### config.mk
export PLATFORM = sky130hd
export DESIGN_NAME = websocket_frame_deframer_flat
export DESIGN_NICKNAME = d
export VERILOG_FILES = /design/src/hw/rtl/wsfd_pkg.sv /design/src/hw/rtl/wsfd_stream_if.sv /design/src/hw/rtl/websocket_frame_deframer.sv /design/src/hw/rtl/wsfd_parser.sv /design/src/hw/rtl/wsfd_out_stage.sv /design/src/flat_wrapper.sv
export SDC_FILE = /design/constraint.sdc
export NUM_CORES = 1
export LEC_CHECK = 0
export BUFFER_PORTS_ARGS = -buffer_cell sky130_fd_sc_hd__buf_4
export CAP_MARGIN = 20
export CORE_ASPECT_RATIO = 0.75
export CORE_UTILIZATION = 25
export DETAILED_ROUTE_END_ITERATION = 12
export GPL_TIMING_DRIVEN = 1
export PLACE_DENSITY = 0.5
export SLEW_MARGIN = 20
export SYNTH_ARGS = -nofsm -noshare
export SYNTH_HDL_FRONTEND = slang
export SYNTH_HIERARCHICAL = 1
export SYNTH_SLANG_ARGS = --single-unit
### constraint.sdc
create_clock -name clk -period 4.85 [get_ports clk]
set_input_delay 0.2425 -clock clk [delete_from_list [all_inputs] [get_ports clk]]
set_output_delay 0.2425 -clock clk [all_outputs]
set_load 0.01 [all_outputs]
### src/hw/rtl/wsfd_pkg.sv
`timescale 1ns / 1ps

package wsfd_pkg;

    typedef enum logic [2:0] {
        PH_HDR0 = 3'd0,
        PH_HDR1 = 3'd1,
        PH_EXT  = 3'd2,
        PH_KEY  = 3'd3,
        PH_DATA = 3'd4
    } phase_t;

    typedef enum logic [1:0] {
        KIND_HDR  = 2'd0,
        KIND_DATA = 2'd1,
        KIND_ERR  = 2'd2
    } kind_t;

    typedef enum logic [1:0] {
        ERR_NONE           = 2'd0,
        ERR_CTRL_NOT_FINAL = 2'd1,
        ERR_CONT_SEQ       = 2'd2,
        ERR_MASK           = 2'd3
    } err_t;

    localparam logic [3:0] OPC_CONT      = 4'h0;
    localparam logic [6:0] LEN_EXT16     = 7'h7E;
    localparam logic [6:0] LEN_EXT64     = 7'h7F;
    localparam logic [2:0] EXT16_COUNT   = 3'd1;
    localparam logic [2:0] EXT64_COUNT   = 3'd7;
    localparam logic [1:0] KEY_LAST_IDX  = 2'd3;
    localparam logic       ROLE_RESET    = 1'b1;

    typedef struct packed {
        logic [7:0] rx_byte;
    } in_t;

    typedef struct packed {
        kind_t      result_kind;
        logic [7:0] data_byte;
        logic       message_done;
        logic [3:0] message_opcode;
        err_t       error_code;
    } result_t;

endpackage

### src/hw/rtl/wsfd_stream_if.sv
`timescale 1ns / 1ps

// Valid/ready stream channel; one transfer per edge with valid and ready high.
interface wsfd_stream_if #(
    parameter type payload_t = logic
) ();
    logic     valid;
    logic     ready;
    payload_t payload;

    modport source (output valid, output payload, input ready);
    modport sink   (input valid, input payload, output ready);
endinterface

### src/hw/rtl/websocket_frame_deframer.sv
`timescale 1ns / 1ps

// Receive-side WebSocket frame parser. Takes one stream byte per transfer on
// rx and returns exactly one result per byte on result, in the cycle after the
// byte is taken: header byte consumed, unmasked payload byte, or error, with
// message_done/message_opcode marking the byte that ends a final frame.
// Throughput is one byte per clock; rx.ready drops only while a finished
// result sits in the result register and result.ready is low. There is no
// clearing pass after reset. role_is_server (reset 1) selects whether incoming
// frames must be masked; write it only while no byte is in flight.

module websocket_frame_deframer (
    input  logic          clk,
    input  logic          rst_n,
    input  logic          cfg_wr_en,
    input  logic          cfg_wr_data,
    wsfd_stream_if.sink   rx,
    wsfd_stream_if.source result
);

    // role register
    logic role_reg;

    // per-byte transfer control
    logic              can_load;
    logic              step;
    wsfd_pkg::result_t parse_res;

    always_ff @(posedge clk or negedge rst_n)
    begin
        if (!rst_n)
            role_reg <= wsfd_pkg::ROLE_RESET;
        else if (cfg_wr_en)
            role_reg <= cfg_wr_data;
    end

    // a byte transfers whenever the result register is free or draining
    assign rx.ready = can_load;
    assign step     = rx.valid && can_load;

    // parse state advances only on a transfer
    wsfd_parser u_parser (
        .clk            (clk),
        .rst_n          (rst_n),
        .step           (step),
        .rx_byte        (rx.payload.rx_byte),
        .role_is_server (role_reg),
        .res            (parse_res)
    );

    // result register decouples the two sides
    wsfd_out_stage u_out (
        .clk      (clk),
        .rst_n    (rst_n),
        .load     (step),
        .res_in   (parse_res),
        .can_load (can_load),
        .res_out  (result)
    );

endmodule

### src/hw/rtl/wsfd_parser.sv
`timescale 1ns / 1ps

// Frame state plus the per-byte parse/unmask logic.
module wsfd_parser (
    input  logic              clk,
    input  logic              rst_n,
    input  logic              step,
    input  logic [7:0]        rx_byte,
    input  logic              role_is_server,
    output wsfd_pkg::result_t res
);

    wsfd_pkg::phase_t phase_reg, phase_next;
    logic [2:0]       ext_cnt_reg, ext_cnt_next;
    logic [63:0]      rem_reg, rem_next;
    logic [31:0]      key_reg, key_next;
    logic             mask_present_reg, mask_present_next;
    logic [1:0]       idx_reg, idx_next;
    logic             final_reg, final_next;
    logic [3:0]       opcode_reg, opcode_next;
    logic [3:0]       pending_reg, pending_next;
    wsfd_pkg::err_t   err_reg, err_next;

    logic       hdr_done;
    logic       frame_end;
    logic [7:0] key_byte;
    logic [3:0] opc;
    logic       fin;
    logic [6:0] len;

    assign opc      = rx_byte[3:0];
    assign fin      = rx_byte[7];
    assign len      = rx_byte[6:0];
    // key bytes are used most significant first
    assign key_byte = key_reg[{~idx_reg, 3'b000} +: 8];

    always_comb
    begin
        phase_next        = phase_reg;
        ext_cnt_next      = ext_cnt_reg;
        rem_next          = rem_reg;
        key_next          = key_reg;
        mask_present_next = mask_present_reg;
        idx_next          = idx_reg;
        final_next        = final_reg;
        opcode_next       = opcode_reg;
        pending_next      = pending_reg;
        err_next          = err_reg;
        hdr_done          = 1'b0;
        frame_end         = 1'b0;

        res.result_kind    = wsfd_pkg::KIND_HDR;
        res.data_byte      = 8'h00;
        res.message_done   = 1'b0;
        res.message_opcode = 4'h0;
        res.error_code     = wsfd_pkg::ERR_NONE;

        if (err_reg != wsfd_pkg::ERR_NONE)
        begin
            res.result_kind = wsfd_pkg::KIND_ERR;
            res.error_code  = err_reg;
        end
        else
        begin
            unique case (phase_reg)
                wsfd_pkg::PH_HDR0:
                begin
                    if (opc[3])
                    begin
                        if (!fin)
                            err_next = wsfd_pkg::ERR_CTRL_NOT_FINAL;
                    end
                    else if ((opc == wsfd_pkg::OPC_CONT) == (pending_reg == wsfd_pkg::OPC_CONT))
                    begin
                        err_next = wsfd_pkg::ERR_CONT_SEQ;
                    end

                    if (err_next != wsfd_pkg::ERR_NONE)
                    begin
                        res.result_kind = wsfd_pkg::KIND_ERR;
                        res.error_code  = err_next;
                    end
                    else
                    begin
                        final_next  = fin;
                        opcode_next = opc;
                        if (!fin && opc != wsfd_pkg::OPC_CONT)
                            pending_next = opc;
                        phase_next = wsfd_pkg::PH_HDR1;
                    end
                end
                wsfd_pkg::PH_HDR1:
                begin
                    if (rx_byte[7] != role_is_server)
                    begin
                        err_next        = wsfd_pkg::ERR_MASK;
                        res.result_kind = wsfd_pkg::KIND_ERR;
                        res.error_code  = wsfd_pkg::ERR_MASK;
                    end
                    else
                    begin
                        mask_present_next = rx_byte[7];
                        key_next          = 32'h0;
                        rem_next          = 64'h0;
                        if (len < wsfd_pkg::LEN_EXT16)
                        begin
                            rem_next = {57'h0, len};
                            hdr_done = 1'b1;
                        end
                        else
                        begin
                            ext_cnt_next = (len == wsfd_pkg::LEN_EXT16) ?
                                           wsfd_pkg::EXT16_COUNT : wsfd_pkg::EXT64_COUNT;
                            phase_next   = wsfd_pkg::PH_EXT;
                        end
                    end
                end
                wsfd_pkg::PH_EXT:
                begin
                    rem_next = {rem_reg[55:0], rx_byte};
                    if (ext_cnt_reg == 3'd0)
                        hdr_done = 1'b1;
                    else
                        ext_cnt_next = ext_cnt_reg - 3'd1;
                end
                wsfd_pkg::PH_KEY:
                begin
                    key_next = {key_reg[23:0], rx_byte};
                    if (idx_reg == wsfd_pkg::KEY_LAST_IDX)
                    begin
                        idx_next = 2'd0;
                        if (rem_reg != 64'h0)
                            phase_next = wsfd_pkg::PH_DATA;
                        else
                            frame_end = 1'b1;
                    end
                    else
                    begin
                        idx_next = idx_reg + 2'd1;
                    end
                end
                wsfd_pkg::PH_DATA:
                begin
                    res.result_kind = wsfd_pkg::KIND_DATA;
                    if (mask_present_reg)
                    begin
                        res.data_byte = rx_byte ^ key_byte;
                        idx_next      = idx_reg + 2'd1;
                    end
                    else
                    begin
                        res.data_byte = rx_byte;
                    end
                    rem_next = rem_reg - 64'd1;
                    if (rem_next == 64'h0)
                        frame_end = 1'b1;
                end
                default:
                begin
                    phase_next = wsfd_pkg::PH_HDR0;
                end
            endcase

            if (hdr_done)
            begin
                idx_next = 2'd0;
                if (mask_present_next)
                    phase_next = wsfd_pkg::PH_KEY;
                else if (rem_next != 64'h0)
                    phase_next = wsfd_pkg::PH_DATA;
                else
                    frame_end = 1'b1;
            end

            if (frame_end)
            begin
                phase_next = wsfd_pkg::PH_HDR0;
                if (final_reg)
                begin
                    res.message_done = 1'b1;
                    if (opcode_reg == wsfd_pkg::OPC_CONT)
                    begin
                        res.message_opcode = pending_reg;
                        pending_next       = wsfd_pkg::OPC_CONT;
                    end
                    else
                    begin
                        res.message_opcode = opcode_reg;
                    end
                end
            end
        end
    end

    always_ff @(posedge clk or negedge rst_n)
    begin
        if (!rst_n)
        begin
            phase_reg        <= wsfd_pkg::PH_HDR0;
            ext_cnt_reg      <= 3'd0;
            rem_reg          <= 64'h0;
            key_reg          <= 32'h0;
            mask_present_reg <= 1'b0;
            idx_reg          <= 2'd0;
            final_reg        <= 1'b0;
            opcode_reg       <= 4'h0;
            pending_reg      <= 4'h0;
            err_reg          <= wsfd_pkg::ERR_NONE;
        end
        else if (step)
        begin
            phase_reg        <= phase_next;
            ext_cnt_reg      <= ext_cnt_next;
            rem_reg          <= rem_next;
            key_reg          <= key_next;
            mask_present_reg <= mask_present_next;
            idx_reg          <= idx_next;
            final_reg        <= final_next;
            opcode_reg       <= opcode_next;
            pending_reg      <= pending_next;
            err_reg          <= err_next;
        end
    end

endmodule

### src/hw/rtl/wsfd_out_stage.sv
`timescale 1ns / 1ps

// Result register; refills on the same edge the held result is taken.
module wsfd_out_stage (
    input  logic              clk,
    input  logic              rst_n,
    input  logic              load,
    input  wsfd_pkg::result_t res_in,
    output logic              can_load,
    wsfd_stream_if.source     res_out
);

    logic              valid_reg;
    logic              valid_next;
    wsfd_pkg::result_t data_reg;

    assign can_load   = !valid_reg || res_out.ready;
    assign valid_next = load || (valid_reg && !res_out.ready);

    always_ff @(posedge clk or negedge rst_n)
    begin
        if (!rst_n)
            valid_reg <= 1'b0;
        else
            valid_reg <= valid_next;
    end

    always_ff @(posedge clk)
    begin
        if (load)
            data_reg <= res_in;
    end

    assign res_out.valid   = valid_reg;
    assign res_out.payload = data_reg;

endmodule

### src/flat_wrapper.sv
// flat-port wrapper written by rule: the top's interface ports become plain ports
module websocket_frame_deframer_flat import wsfd_pkg::*;
  (clk, rst_n, cfg_wr_en, cfg_wr_data, rx_valid, rx_payload, rx_ready, result_valid, result_payload, result_ready);
  wsfd_stream_if #(.payload_t(in_t)) rx_i ();
  wsfd_stream_if #(.payload_t(result_t)) result_i ();
  input  logic clk;
  input  logic rst_n;
  input  logic cfg_wr_en;
  input  logic cfg_wr_data;
  input wire logic [$bits(rx_i.valid)-1:0] rx_valid;
  input wire logic [$bits(rx_i.payload)-1:0] rx_payload;
  output wire logic [$bits(rx_i.ready)-1:0] rx_ready;
  output wire logic [$bits(result_i.valid)-1:0] result_valid;
  output wire logic [$bits(result_i.payload)-1:0] result_payload;
  input wire logic [$bits(result_i.ready)-1:0] result_ready;
  assign rx_i.valid = rx_valid;
  assign rx_i.payload = rx_payload;
  assign rx_ready = rx_i.ready;
  assign result_valid = result_i.valid;
  assign result_payload = result_i.payload;
  assign result_i.ready = result_ready;
  websocket_frame_deframer u_core (.clk(clk), .rst_n(rst_n), .cfg_wr_en(cfg_wr_en), .cfg_wr_data(cfg_wr_data), .rx(rx_i), .result(result_i));
endmodule
==> metrics.md, run 1 <==
| Metric | Value |
|---|---|
| 1st-pass router iterations | `7` |
| RSZ-0062 raised after global routing | `no` |
| Drt via density | `~5.7` |
| Post-Syn Nets | `about 1,200` |
| Total track usage | `between 20 and 25%` |
| Reg-to-reg startpoint | `u_core/u_parser/phase_reg[2]$_DFFE_PN0P_` |
| Clk slew on worst S/H paths | `70 ps` |
| Core outline area | `37,500 um2` |
| Final Hold Fails | `0` |
| Worst reg2reg path depth | `12` |
| Main synth FF type | `dfrtp_1` |
| Number of flops mapped to enable cells by yosys | `17` |
| Die W | `228 um` |
| Latest clock arrival within the worst-skew pair | `roughly 440 ps` |
| PnR worst setup slack | `between 200 and 300 ps` |
| Max reg flops | `64` |
| Clk buf depth | `2` |
| Syn Inst Count | `about 1,200` |
| First-pass GRT wire length | `60,600 um` |
| # hold bufs at CTS | `1` |
| R2R Path End | `u_core/u_out/res_out.payload[4]$_DFFE_PP_` |
| Antenna Violating Nets Remaining | `0` |
| Largest stage delay on the critical path | `~800 ps` |
| Seq/Total Area, Yosys | `between 30 and 40%` |
| Ant diodes | `0` |
| Setup bufs post-CTS | `0` |
| Power consumption | `2.52 mW` |
| TritonCTS buffer count | `17` |
| Required @ worst endpoint | `5140 ps` |
| Highest metal used | `met4` |
| Count of final max-slew check failures | `0` |
| Fin crit period | `around 4600 ps` |
| Slowest CP cell | `dfrtp_1` |
| Synth warn | `6` |
| Met2 wire len | `15,900 um` |
| Synthesized flop and latch total | `about 140` |
| Nets | `1,216` |
| Relative slew margins | `24.0%` |
| Pin count of the biggest net entering global routing | `65` |
| Power Dens Cells | `226 nW/um2` |
| Pre-CTS WS | `around 470 ps` |
| Syn avg cell area | `8.13 um2` |
| Resized cells post-CTS | `0` |
| CP Cell Sequence | `nor3b_4 -> buf_4 -> buf_4 -> nand4_1 -> mux2_2 -> nor4b_1 -> nand4_1 -> or4_1 -> nor4_2 -> nand4_1 -> nand2_1 -> and4b_1` |
| Dpl cell area | `roughly 11,000 um2` |
| P_leak | `about 4.2 nW` |
| IO Port Bufs | `32` |
| Setup violators final | `0` |
| Mapped Area | `between 9000 and 10,000 um2` |
| Rows | `approximately 60` |
| Via count | `a little under 10,000` |
| R2R Setup Slk | `around 250 ps` |
| Critical path type | `reg2reg` |
| Hold crit path type | `in2reg` |
| Crit. Startpoint | `u_core/u_parser/phase_reg[2]$_DFFE_PN0P_` |
| WP buf/inv | `2` |
| Synth async-reset ratio | `87.4%` |
| Vias in the first global route | `a little over 9,000` |
| Initial antenna violation count | `0` |
| Die height | `between 150 and 200 um` |
| CP arrival | `4890 ps` |
| WL met1 | `roughly 19,000 um` |
| Critical Path Most Common Cell | `nand4_1` |
| TritonCTS clock tree | `done` |
| CP max FO | `17` |
| Average wire per standard cell | `approximately 23 um` |
| DRC viols | `0` |
| Crit path capture | `u_core/u_out/res_out.payload[4]$_DFFE_PP_` |
| Max Cap Viol | `0` |
| Setup Skew | `between 10 and 15 ps` |
| Outcome | `completed` |
| CP endpoint kind | `flop` |
| Starting Density | `about a quarter` |
| Cell count along the critical path | `12` |
| Area Growth Syn to Fin | `16.3%` |
| Final wirelength | `roughly 40,000 um` |
| Num Clock Sinks | `approximately 140` |
| Gr ovfl total | `0` |
| Cell area after layout | `11,200 um2` |
| I/O pins | `33` |
| Number of DRC markers in iteration 0 | `1,422` |
| CTS Root Cell | `clkbuf_16` |
| Met3 wire length | `4240 um` |
| Die Footprint | `between 30,000 and 40,000 um2` |
| Gpl congestion | `about 1.0` |
| Startpoint Class | `flop` |
| Final worst path period share | `around 95%` |
| Delay-heaviest family, CP | `simple AND/OR/NAND/NOR gates` |
| Worst VDD drop | `between 150 and 200 uV` |
| Tightest Pin Transition | `1140 ps` |
| Final HPWL DP | `29,200 um` |
| Fmax | `between 0.2 and 0.25 GHz` |
| Final core occ | `between 20 and 30%` |
| Setup TNS Final | `0 ps` |
| Synth cell types | `87` |
| # H-tree levels | `4` |
| Share of cells above drive strength 1 | `around 15%` |
## routing by layer
metal	global-route usage (%)	vias to the layer above
met5	0	-
met4	5.14	0
met3	5.27	49
met2	28.5	513
met1	31.3	4809
li1	-	4421
## cell type report
cell class,count,area [um2]
Tap cell,504,631
Fill cell,3978,26300
Sequential cell,135,3460
Clock buffer,19,453
Multi-Input combinational cell,914,5620
Timing Repair Buffer,105,803
Inverter,23,86.3
Clock inverter,13,110
## worst min path at each step
stage	to	start	depth (start not counted)	slack [ps]
after floorplan	u_core/u_out/res_out.valid$_DFF_PN0_	rst_n	0	-50
after global placement	u_core/u_parser/rem_reg[18]$_DFFE_PN0P_	rst_n	1	360
after detailed placement	u_core/u_parser/rem_reg[18]$_DFFE_PN0P_	rst_n	1	370
after CTS	u_core/role_reg$_DFFE_PN1P_	cfg_wr_data	2	10
after global routing	u_core/role_reg$_DFFE_PN1P_	cfg_wr_data	2	20
final	u_core/role_reg$_DFFE_PN1P_	cfg_wr_data	2	30
## metrics by stage
| stage | cells | hold WS (ps) |
|---|---|---|
| floorplan | 1182 | -53.1 |
| global placement | 1680 | 358 |
| detailed placement | 1680 | 373 |
| CTS | 1713 | 14.1 |
| global route | 1713 | 20.0 |
| finish | 1713 | 32.4 |
## placed cells by master, fill, tap and decap left out, types with 10 or more instances in the layout
cell type	Yosys	routed
nor4_1	35	35
or3_1	21	21
edfxtp_1	17	17
a22o_1	10	10
a22oi_1	19	19
o211ai_1	10	10
dfrtp_1	117	117
xnor2_1	20	20
xor2_1	20	20
o31ai_1	10	10
nand2_1	189	188
or4_1	18	18
buf_4	4	103
nand4_1	31	31
a21oi_1	57	57
nor3_1	44	44
o21ai_0	125	125
clkbuf_16	0	17
nor2_1	78	78
a211oi_1	10	10
nand3_1	22	22
a31oi_1	17	17
inv_1	23	23
## report_power, final
| part | switching, mW | internal (mW) |
|---|---|---|
| clock network | 0.581 | 0.696 |
| registers | 0.00513 | 1.15 |
| logic | 0.0555 | 0.0278 |
| total | 0.641 | 1.88 |
## synth_stat cells (all sizes together), types with 8 or more instances
master	number	area (um2)
inv	23	86.3
nand3	23	120
xor2	20	175
edfxtp	17	510
nor4	43	354
clkbuf	82	308
mux4	8	180
xnor2	21	191
or4	19	146
nand4	31	194
and4	8	70.1
nor3	47	250
a22o	10	87.6
or3	21	131
nand2	189	709
o211ai	10	75.1
nor2	78	293
a211oi	11	87.6
a22oi	19	143
a31oi	17	106
dfrtp	117	2930
o31ai	10	75.1
o21ai	130	651
nand2b	8	60.1
a221o	8	80.1
buf	28	149
a21oi	58	294
## logic make-up (layout without fill, tap and decap cells)
logic type | count (synthesis) | count (layout) | share of synthesized area, %
flops | 135 | 135 | 36.1
buf+inv | 133 | 160 | 5.65
fa+ha+maj | 6 | 6 | 0.782
xor+xnor | 41 | 41 | 3.82
compound gates | 329 | 329 | 21.7
simple gates | 518 | 518 | 28.7
mux | 20 | 20 | 3.24
No activity file was read; power rests on OpenSTA's default activity.
==> run 2, diff against run 1 <==
--- a/config.mk
+++ b/config.mk
@@ -12,6 +12,7 @@
 export DETAILED_ROUTE_END_ITERATION = 12
 export GPL_TIMING_DRIVEN = 1
 export PLACE_DENSITY = 0.5
+export REMOVE_ABC_BUFFERS = 1
 export SLEW_MARGIN = 20
 export SYNTH_ARGS = -nofsm -noshare
 export SYNTH_HDL_FRONTEND = slang
==> run 2 against run 1 <==
Net effect:
- cell count decreased by 0.35%
- clock skew decreased by 0.97 ps
- non-clock buffer count decreased by 6
- register-to-register slack got worse by 20 ps
- via count decreased by 0.76%
- power increased by 1.7%
- worst setup slack got worse by 25 ps
- sequential share of layout area increased by 0.12 points
- largest cell class unchanged
==> metrics.md, run 2 (synthesis results as in run 1) <==
| Metric | Value |
|---|---|
| Outcome | `completed` |
| P_leak | `4.19 nW (-0.78%)` |
| Num Clock Sinks | `135 (unchanged)` |
| Relative slew margins | `34.8% (+11 points)` |
| CP Cell Sequence | `nor3_1 -> nand2_1 -> nor3_1 -> nand4_1 -> xnor2_1 -> a222oi_1 -> and4b_1 -> nand4_1 -> nand2_1 -> and4b_1` |
| Count of final max-slew check failures | `0 (unchanged)` |
| Final core occ | `29.7% (-0.11 points)` |
| Via count | `9,718 (-0.76%)` |
| Setup Skew | `11.7 ps (-0.974 ps)` |
| Required @ worst endpoint | `5150 ps (about the same)` |
| Die W | `228 um (unchanged)` |
| Final HPWL DP | `27,900 um (-4.4%)` |
| Final wirelength | `39,200 um (-2.0%)` |
| Critical path type | `reg2reg` |
| Fin crit period | `4620 ps (+24.9 ps)` |
| CP max FO | `9 (-8)` |
| Clk buf depth | `2 (unchanged)` |
| Setup violators final | `0 (unchanged)` |
| Final Hold Fails | `0 (unchanged)` |
| Final worst path period share | `95.3% (+0.51 points)` |
| Total track usage | `20.2% (-0.48 points)` |
| # H-tree levels | `4 (unchanged)` |
| Area Growth Syn to Fin | `15.8%` |
| CTS Root Cell | `clkbuf_16` |
| Slowest CP cell | `nor3_1` |
| 1st-pass router iterations | `5 (-2)` |
| TritonCTS clock tree | `done` |
| Nets | `1,210 (-0.49%)` |
| Grt met3 use | `5.26% (-0.017 points)` |
| Gr ovfl total | `0 (unchanged)` |
| Antenna Violating Nets Remaining | `0 (unchanged)` |
| Setup TNS Final | `0 ps (unchanged)` |
| Pin count of the biggest net entering global routing | `65 (unchanged)` |
| Max reg flops | `64 (unchanged)` |
| IO Port Bufs | `32 (unchanged)` |
| Worst VDD drop | `186 uV (+0.98%)` |
| Vias in the first global route | `8,927 (-2.9%)` |
| DRC viols | `0 (unchanged)` |
| Die height | `172 um (unchanged)` |
| Clk slew on worst S/H paths | `60 ps (about the same)` |
| Share of cells above drive strength 1 | `14.9% (-0.42 points)` |
| Commonest non-fill, non-tap cell in the layout | `nand2_1` |
| TritonCTS buffer count | `17 (unchanged)` |
| Drt via density | `5.69 (-0.41%)` |
| CP endpoint kind | `flop` |
| Met1 Usage GRT | `31.3% (about the same)` |
| Latest clock arrival within the worst-skew pair | `440 ps (about the same)` |
| First-pass GRT wire length | `59,800 um (-1.3%)` |
| Rows | `61 (unchanged)` |
| Met2 GRT Util | `27.0% (-1.5 points)` |
| Largest stage delay on the critical path | `840 ps (+60 ps)` |
| Max Cap Viol | `0 (unchanged)` |
| RSZ-0062 raised after global routing | `no` |
| WP buf/inv | `0 (-2)` |
| Power consumption | `2.56 mW (+1.7%)` |
| Starting Density | `25.6% (unchanged)` |
| Delay-heaviest family, CP | `simple AND/OR/NAND/NOR gates` |
| Tightest Pin Transition | `962 ps (-174 ps)` |
| Core outline area | `37,500 um2 (unchanged)` |
| Fmax | `0.216 GHz (-0.54%)` |
| Average wire per standard cell | `23.0 um (-1.7%)` |
| Startpoint Class | `flop` |
| Gpl congestion | `1.07 (+6.9%)` |
| Ant diodes | `0 (unchanged)` |
| Die Footprint | `39,200 um2 (unchanged)` |
| Initial antenna violation count | `0 (unchanged)` |
| I/O pins | `33 (unchanged)` |
| Most frequent cells in the layout | `188 x nand2_1, 125 x o21ai_0, 116 x dfrtp_1, 98 x buf_4, 78 x nor2_1` |
| Most used routing layer in global routing | `met1` |
| Power Dens Cells | `230 nW/um2 (+2.0%)` |
| Hold crit path type | `in2reg` |
| CP arrival | `4920 ps (+30 ps)` |
| Number of DRC markers in iteration 0 | `1,297 (-8.8%)` |
run 2: cell count changes in the layout (fill, tap and decap cells not counted):
| cell | change |
|---|---|
| buf_12 | -1 |
| buf_4 | -5 |
| bufinv_16 | +2 |
| clkbuf_1 | +1 |
| clkbuf_8 | -2 |
| clkinv_2 | +3 |
| clkinv_4 | +1 |
| dfrtp_1 | -1 |
| dfrtp_2 | +1 |
| inv_4 | -1 |
| inv_6 | -3 |
| inv_8 | -1 |
| o311ai_0 | -1 |
| o311ai_1 | +1 |
run 2: layout make-up:
| type | instances | area [um2] |
|---|---|---|
| sequential | 135 | 3470 |
| tap | 504 | 631 |
| clock inverter | 14 | 150 |
| clock buffer | 18 | 429 |
| inverter | 23 | 86.3 |
| timing repair buffer | 99 | 746 |
| multi-input combinational | 914 | 5620 |
| fill | 3964 | 26300 |
run 2: final timing paths:
path                                                         start                                    endpoint  slack (ps)  cells after the start
setup / recovery           u_core/u_parser/rem_reg[46]$_DFFE_PN0P_   u_core/u_out/res_out.payload[2]$_DFFE_PP_         230                     10
hold / removal                                         cfg_wr_data                 u_core/role_reg$_DFFE_PN1P_          30                      2
setup reg to reg           u_core/u_parser/rem_reg[46]$_DFFE_PN0P_   u_core/u_out/res_out.payload[2]$_DFFE_PP_         230                     10
hold reg to reg            u_core/u_parser/key_reg[30]$_DFFE_PN0P_     u_core/u_parser/key_reg[30]$_DFFE_PN0P_         480                      2
max in group asynchronous                                    rst_n    u_core/u_parser/phase_reg[2]$_DFFE_PN0P_        3480                      3
min in group asynchronous                                    rst_n  u_core/u_parser/pending_reg[0]$_DFFE_PN0P_         340                      2
run 2: per-layer routing:
metal	vias up	part of all wire (%)
met5	-	0
met4	0	1.3
met3	37	11
met2	551	39
met1	4722	48
li1	4408	-
run 2: worst reg2reg max path, delay by kind of cell, from the launching register on:
kind                      cells  cell delay [ps]
and+or+nand+nor               8             3180
DFF                           1              550
AOI/OAI and AO/OA             1              530
xor gates and xnor gates      1              220
run 2: where the power goes:
group          switching, mW  internal (mW)
logic                 0.0572         0.0278
clock network          0.556          0.760
registers            0.00557           1.15
run 2: timing repair:
action	CTS	global route
resized for setup	0	1
hold buffers	1	0
endpoints found under the setup margin	0	4
setup buffers	0	0
endpoints found under the hold margin	40	0
run 2: stage by stage:
step                      std cells  setup slack (ps)  hold WS (ps)  instance area (um2)
final                          1707               226          33.2                11100
after global routing           1707               156          18.1                11100
after CTS                      1707               208          11.6                11100
after detailed placement       1674               255           275                10500
after global placement         1674               132           277                10500
after floorplan                1072             -12.2         -53.1                 9150
==> run 3, diff against run 2 <==
--- a/config.mk
+++ b/config.mk
@@ -5,13 +5,16 @@
 export SDC_FILE = /design/constraint.sdc
 export NUM_CORES = 1
 export LEC_CHECK = 0
+export ABC_AREA = 1
 export BUFFER_PORTS_ARGS = -buffer_cell sky130_fd_sc_hd__buf_4
 export CAP_MARGIN = 20
+export CELL_PAD_IN_SITES_DETAIL_PLACEMENT = 1
+export CELL_PAD_IN_SITES_GLOBAL_PLACEMENT = 1
 export CORE_ASPECT_RATIO = 0.75
 export CORE_UTILIZATION = 25
 export DETAILED_ROUTE_END_ITERATION = 12
 export GPL_TIMING_DRIVEN = 1
-export PLACE_DENSITY = 0.5
+export PLACE_DENSITY = 0.61
 export REMOVE_ABC_BUFFERS = 1
 export SLEW_MARGIN = 20
 export SYNTH_ARGS = -nofsm -noshare
==> run 3 against run 2 <==
Net effect:
- clock skew down 2.2 ps
- cell count increased by 18%
- synthesized cell count rose by 25%
- utilization fell by 0.45 points
- synthesized area up 0.14%
- via count increased by 2.7%
- worst setup slack improved by 910 ps
- critical path depth grew 9
- flip-flop and latch count unchanged
- clock power barely moved
- wire length down 1.8%
- largest cell class unchanged
- highest routed layer unchanged
==> metrics.md, run 3 <==
| Metric | Value |
|---|---|
| Final Hold Fails | `0 (unchanged)` |
| Power Dens Cells | `235 nW/um2 (+2.3%)` |
| Synth async-reset ratio | `87.4% (unchanged)` |
| Total track usage | `20.2% (about the same)` |
| TritonCTS clock tree | `done` |
| Synth cell types | `38 (-56%)` |
| Setup Skew | `9.55 ps (-2.16 ps)` |
| Synthesized flop and latch total | `135 (unchanged)` |
| CP max FO | `6 (-3)` |
| Final wirelength | `38,500 um (-1.8%)` |
| Commonest non-fill, non-tap cell in the layout | `nand2_1` |
| Fin crit period | `3720 ps (-909 ps)` |
| Most frequent cells in the layout | `470 x nand2_1, 224 x nor2_1, 143 x o21ai_0, 142 x inv_1, 117 x dfrtp_1` |
| Top post-synthesis cells by area | `dfrtp_1 30%, nand2_1 18%, nor2_1 8.8%` |
| Vias in the first global route | `9,870 (+11%)` |
| Count of final max-slew check failures | `0 (unchanged)` |
| P_leak | `4.76 nW (+14%)` |
| Outcome | `completed` |
| Min-delay src | `result_ready` |
| Mapped Area | `9620 um2 (+0.14%)` |
| Nets | `1,511 (+25%)` |
| Final worst path period share | `76.6% (-19 points)` |
| Via count | `9,980 (+2.7%)` |
| Critical path type | `reg2reg` |
| R2R Path End | `u_core/u_out/res_out.payload[5]$_DFFE_PP_` |
| Area Growth Syn to Fin | `13.9%` |
| IO Port Bufs | `32 (unchanged)` |
| Setup TNS Final | `0 ps (unchanged)` |
| Core outline area | `37,500 um2 (unchanged)` |
| Share of cells above drive strength 1 | `7.91% (-7.0 points)` |
| Die Footprint | `39,300 um2 (+0.14%)` |
| Main synth FF type | `dfrtp_1` |
| Reg-to-reg startpoint | `u_core/u_parser/rem_reg[28]$_DFFE_PN0P_` |
| I/O pins | `33 (unchanged)` |
| Synth warn | `6 (unchanged)` |
| Pint | `1.92 mW (-1.1%)` |
| Seq pwr share | `44.8% (-0.5 points)` |
| Hold crit path type | `in2reg` |
| Starting Density | `25.7% (+0.037 points)` |
| Hold endpoint | `u_core/u_out/res_out.valid$_DFF_PN0_` |
| Cell area after layout | `11,000 um2 (-1.5%)` |
| Startpoint Class | `flop` |
| First-pass GRT wire length | `60,100 um (+0.46%)` |
| Required @ worst endpoint | `5150 ps (about the same)` |
| Initial antenna violation count | `0 (unchanged)` |
| Fmax | `0.269 GHz (+24%)` |
| # fillers | `4,733 (+19%)` |
| Setup bufs post-CTS | `0 (unchanged)` |
| Max reg flops | `64 (unchanged)` |
| Commonest cells post-synth | `470 x nand2_1, 225 x nor2_1, 143 x inv_1, 143 x o21ai_0, 117 x dfrtp_1` |
| Number of DRC markers in iteration 0 | `979 (-25%)` |
| Clock share of power | `52.3% (+0.9 points)` |
| Count leader, synth | `nand2_1` |
| Gr ovfl total | `0 (unchanged)` |
| Synth area leader | `dfrtp_1` |
| RSZ-0062 raised after global routing | `no` |
| Rows | `61 (unchanged)` |
| Syn Inst Count | `1,476 (+25%)` |
| DRC viols | `0 (unchanged)` |
| Clk buf depth | `2 (unchanged)` |
| Number of flops mapped to enable cells by yosys | `17 (unchanged)` |
| CP arrival | `4010 ps (-910 ps)` |
| Syn avg cell area | `6.52 um2 (-20%)` |
| Power consumption | `2.58 mW (+0.72%)` |
| Max Cap Viol | `0 (unchanged)` |
| Drt via density | `4.97 (-13%)` |
| Tightest Pin Transition | `901 ps (-61.7 ps)` |
| Die height | `172 um (about the same)` |
| CTS Root Cell | `clkbuf_16` |
| R2R Setup Slk | `1130 ps (+910 ps)` |
| Worst reg2reg path depth | `19 (+9)` |
| Yosys top cell area share | `30.4% (-0.044 points)` |
| Final HPWL DP | `28,800 um (+3.1%)` |
| Antenna Violating Nets Remaining | `0 (unchanged)` |
| 1st-pass router iterations | `5 (unchanged)` |
| Seq/Total Area, Yosys | `36.0% (-0.052 points)` |
| Die W | `229 um (about the same)` |
| Average wire per standard cell | `19.2 um (-17%)` |
| Num Clock Sinks | `135 (unchanged)` |
| TritonCTS buffer count | `17 (unchanged)` |
| P_sw | `0.660 mW (+6.6%)` |
| Worst VDD drop | `193 uV (+4.0%)` |
| Gpl congestion | `0.937 (-12%)` |
| Worst hold path stage count | `4 (+2)` |
| Pin count of the biggest net entering global routing | `84 (+29%)` |
| Dpl cell area | `10,300 um2 (-2.0%)` |
| # H-tree levels | `4 (unchanged)` |
| Sw Ratio | `25.6% (+1.4 points)` |
| Ant diodes | `0 (unchanged)` |
| Setup violators final | `0 (unchanged)` |
| Gate power share | `2.9% (-0.4 points)` |
| Clk slew on worst S/H paths | `70 ps (about the same)` |
| CP endpoint kind | `flop` |
| Relative slew margins | `39.9% (+5.0 points)` |
| Latest clock arrival within the worst-skew pair | `450 ps (about the same)` |
run 3: cell count changes in the layout (fill, tap and decap cells not counted), sizes merged, moves of 24 or more:
cell	delta
a21oi	-24
a22oi	+35
buf	-56
inv	+131
nand2	+293
nand3	+74
nand4	-25
nor2	+166
nor3	-38
nor4	-38
run 3: power groups by stage:
stage	registers [mW]	clock network [mW]	logic (mW)
CTS	1.16	1.39	0.0775
detailed placement	1.18	0	0.0744
floorplan	1.18	0	0.0129
finish	1.16	1.35	0.0740
global placement	1.18	0	0.0739
global route	1.16	1.43	0.0828
run 3: cell type report:
type	count	area (um2)	area share, %
clock buffer	18	439	4.01
clock inverter	14	150	1.37
sequential	135	3460	31.6
tap	504	631	5.75
multi-input combinational	1144	5360	48.9
timing repair buffer	46	359	3.28
inverter	147	553	5.05
run 3: worst max path at each step:
stage,cells after the start,slack [ps],start,to
after floorplan,6,200,u_core/u_out/res_out.valid$_DFF_PN0_,u_core/u_parser/key_reg[0]$_DFFE_PN0P_
after global placement,18,1400,u_core/u_parser/rem_reg[0]$_DFFE_PN0P_,u_core/u_out/res_out.payload[3]$_DFFE_PP_
after detailed placement,18,1350,u_core/u_parser/rem_reg[0]$_DFFE_PN0P_,u_core/u_out/res_out.payload[2]$_DFFE_PP_
after CTS,18,1320,u_core/u_parser/rem_reg[0]$_DFFE_PN0P_,u_core/u_out/res_out.payload[2]$_DFFE_PP_
after global routing,19,1020,u_core/u_parser/rem_reg[28]$_DFFE_PN0P_,u_core/u_out/res_out.payload[5]$_DFFE_PP_
final,19,1130,u_core/u_parser/rem_reg[28]$_DFFE_PN0P_,u_core/u_out/res_out.payload[5]$_DFFE_PP_
run 3: kinds of logic after synthesis:
kind of cell / synth area share, %
adders and majority gates: 0.780
xor gates and xnor gates: 2.46
and+or+nand+nor: 37.0
DFF: 36.0
buffers and inverters: 8.31
AOI/OAI and AO/OA: 15.5
run 3: critical path, stage by stage, from the launching register on:
cell and delay [ps]:
dfrtp_1 490, nor2_1 240, nand2_1 110, nor2_1 420, nand2_1 180, nor2_1 160, nand2_1 60, nand2_1 70
nand2_1 130, nand2_1 90, nand2_1 100, nor2_1 420, nand2_1 110, nor2_1 110, nand2_1 140, nor2_2 220
nand3_2 110, nand2_2 110, nand3_2 140, nor2_1 140
run 3: through the flow:
step	hold slack [ps]	std cells	utilization, %	worst slack [ps]
finish	66.9	2008	29.2	1130
floorplan	-53.1	1426	-	196
global placement	399	1972	27.6	1400
global route	73.6	2008	29.2	1020
CTS	44.2	2008	29.2	1320
detailed placement	396	1972	27.6	1350
run 3: repair_timing:
item / CTS / global route
hold buffers: 4 / 0
resized for setup: 0 / 0
hold endpoints to repair: 82 / 0
run 3: layer usage:
metal | wire, um | up-vias | global-route usage, % | part of all wire [%]
li1 | - | 4821 | - | -
met1 | 20300 | 4914 | 31.3 | 53
met2 | 15500 | 232 | 28.4 | 40
met3 | 2450 | 13 | 4.30 | 6.4
met4 | 229 | 0 | 3.09 | 0.59
met5 | 0 | - | 0 | 0
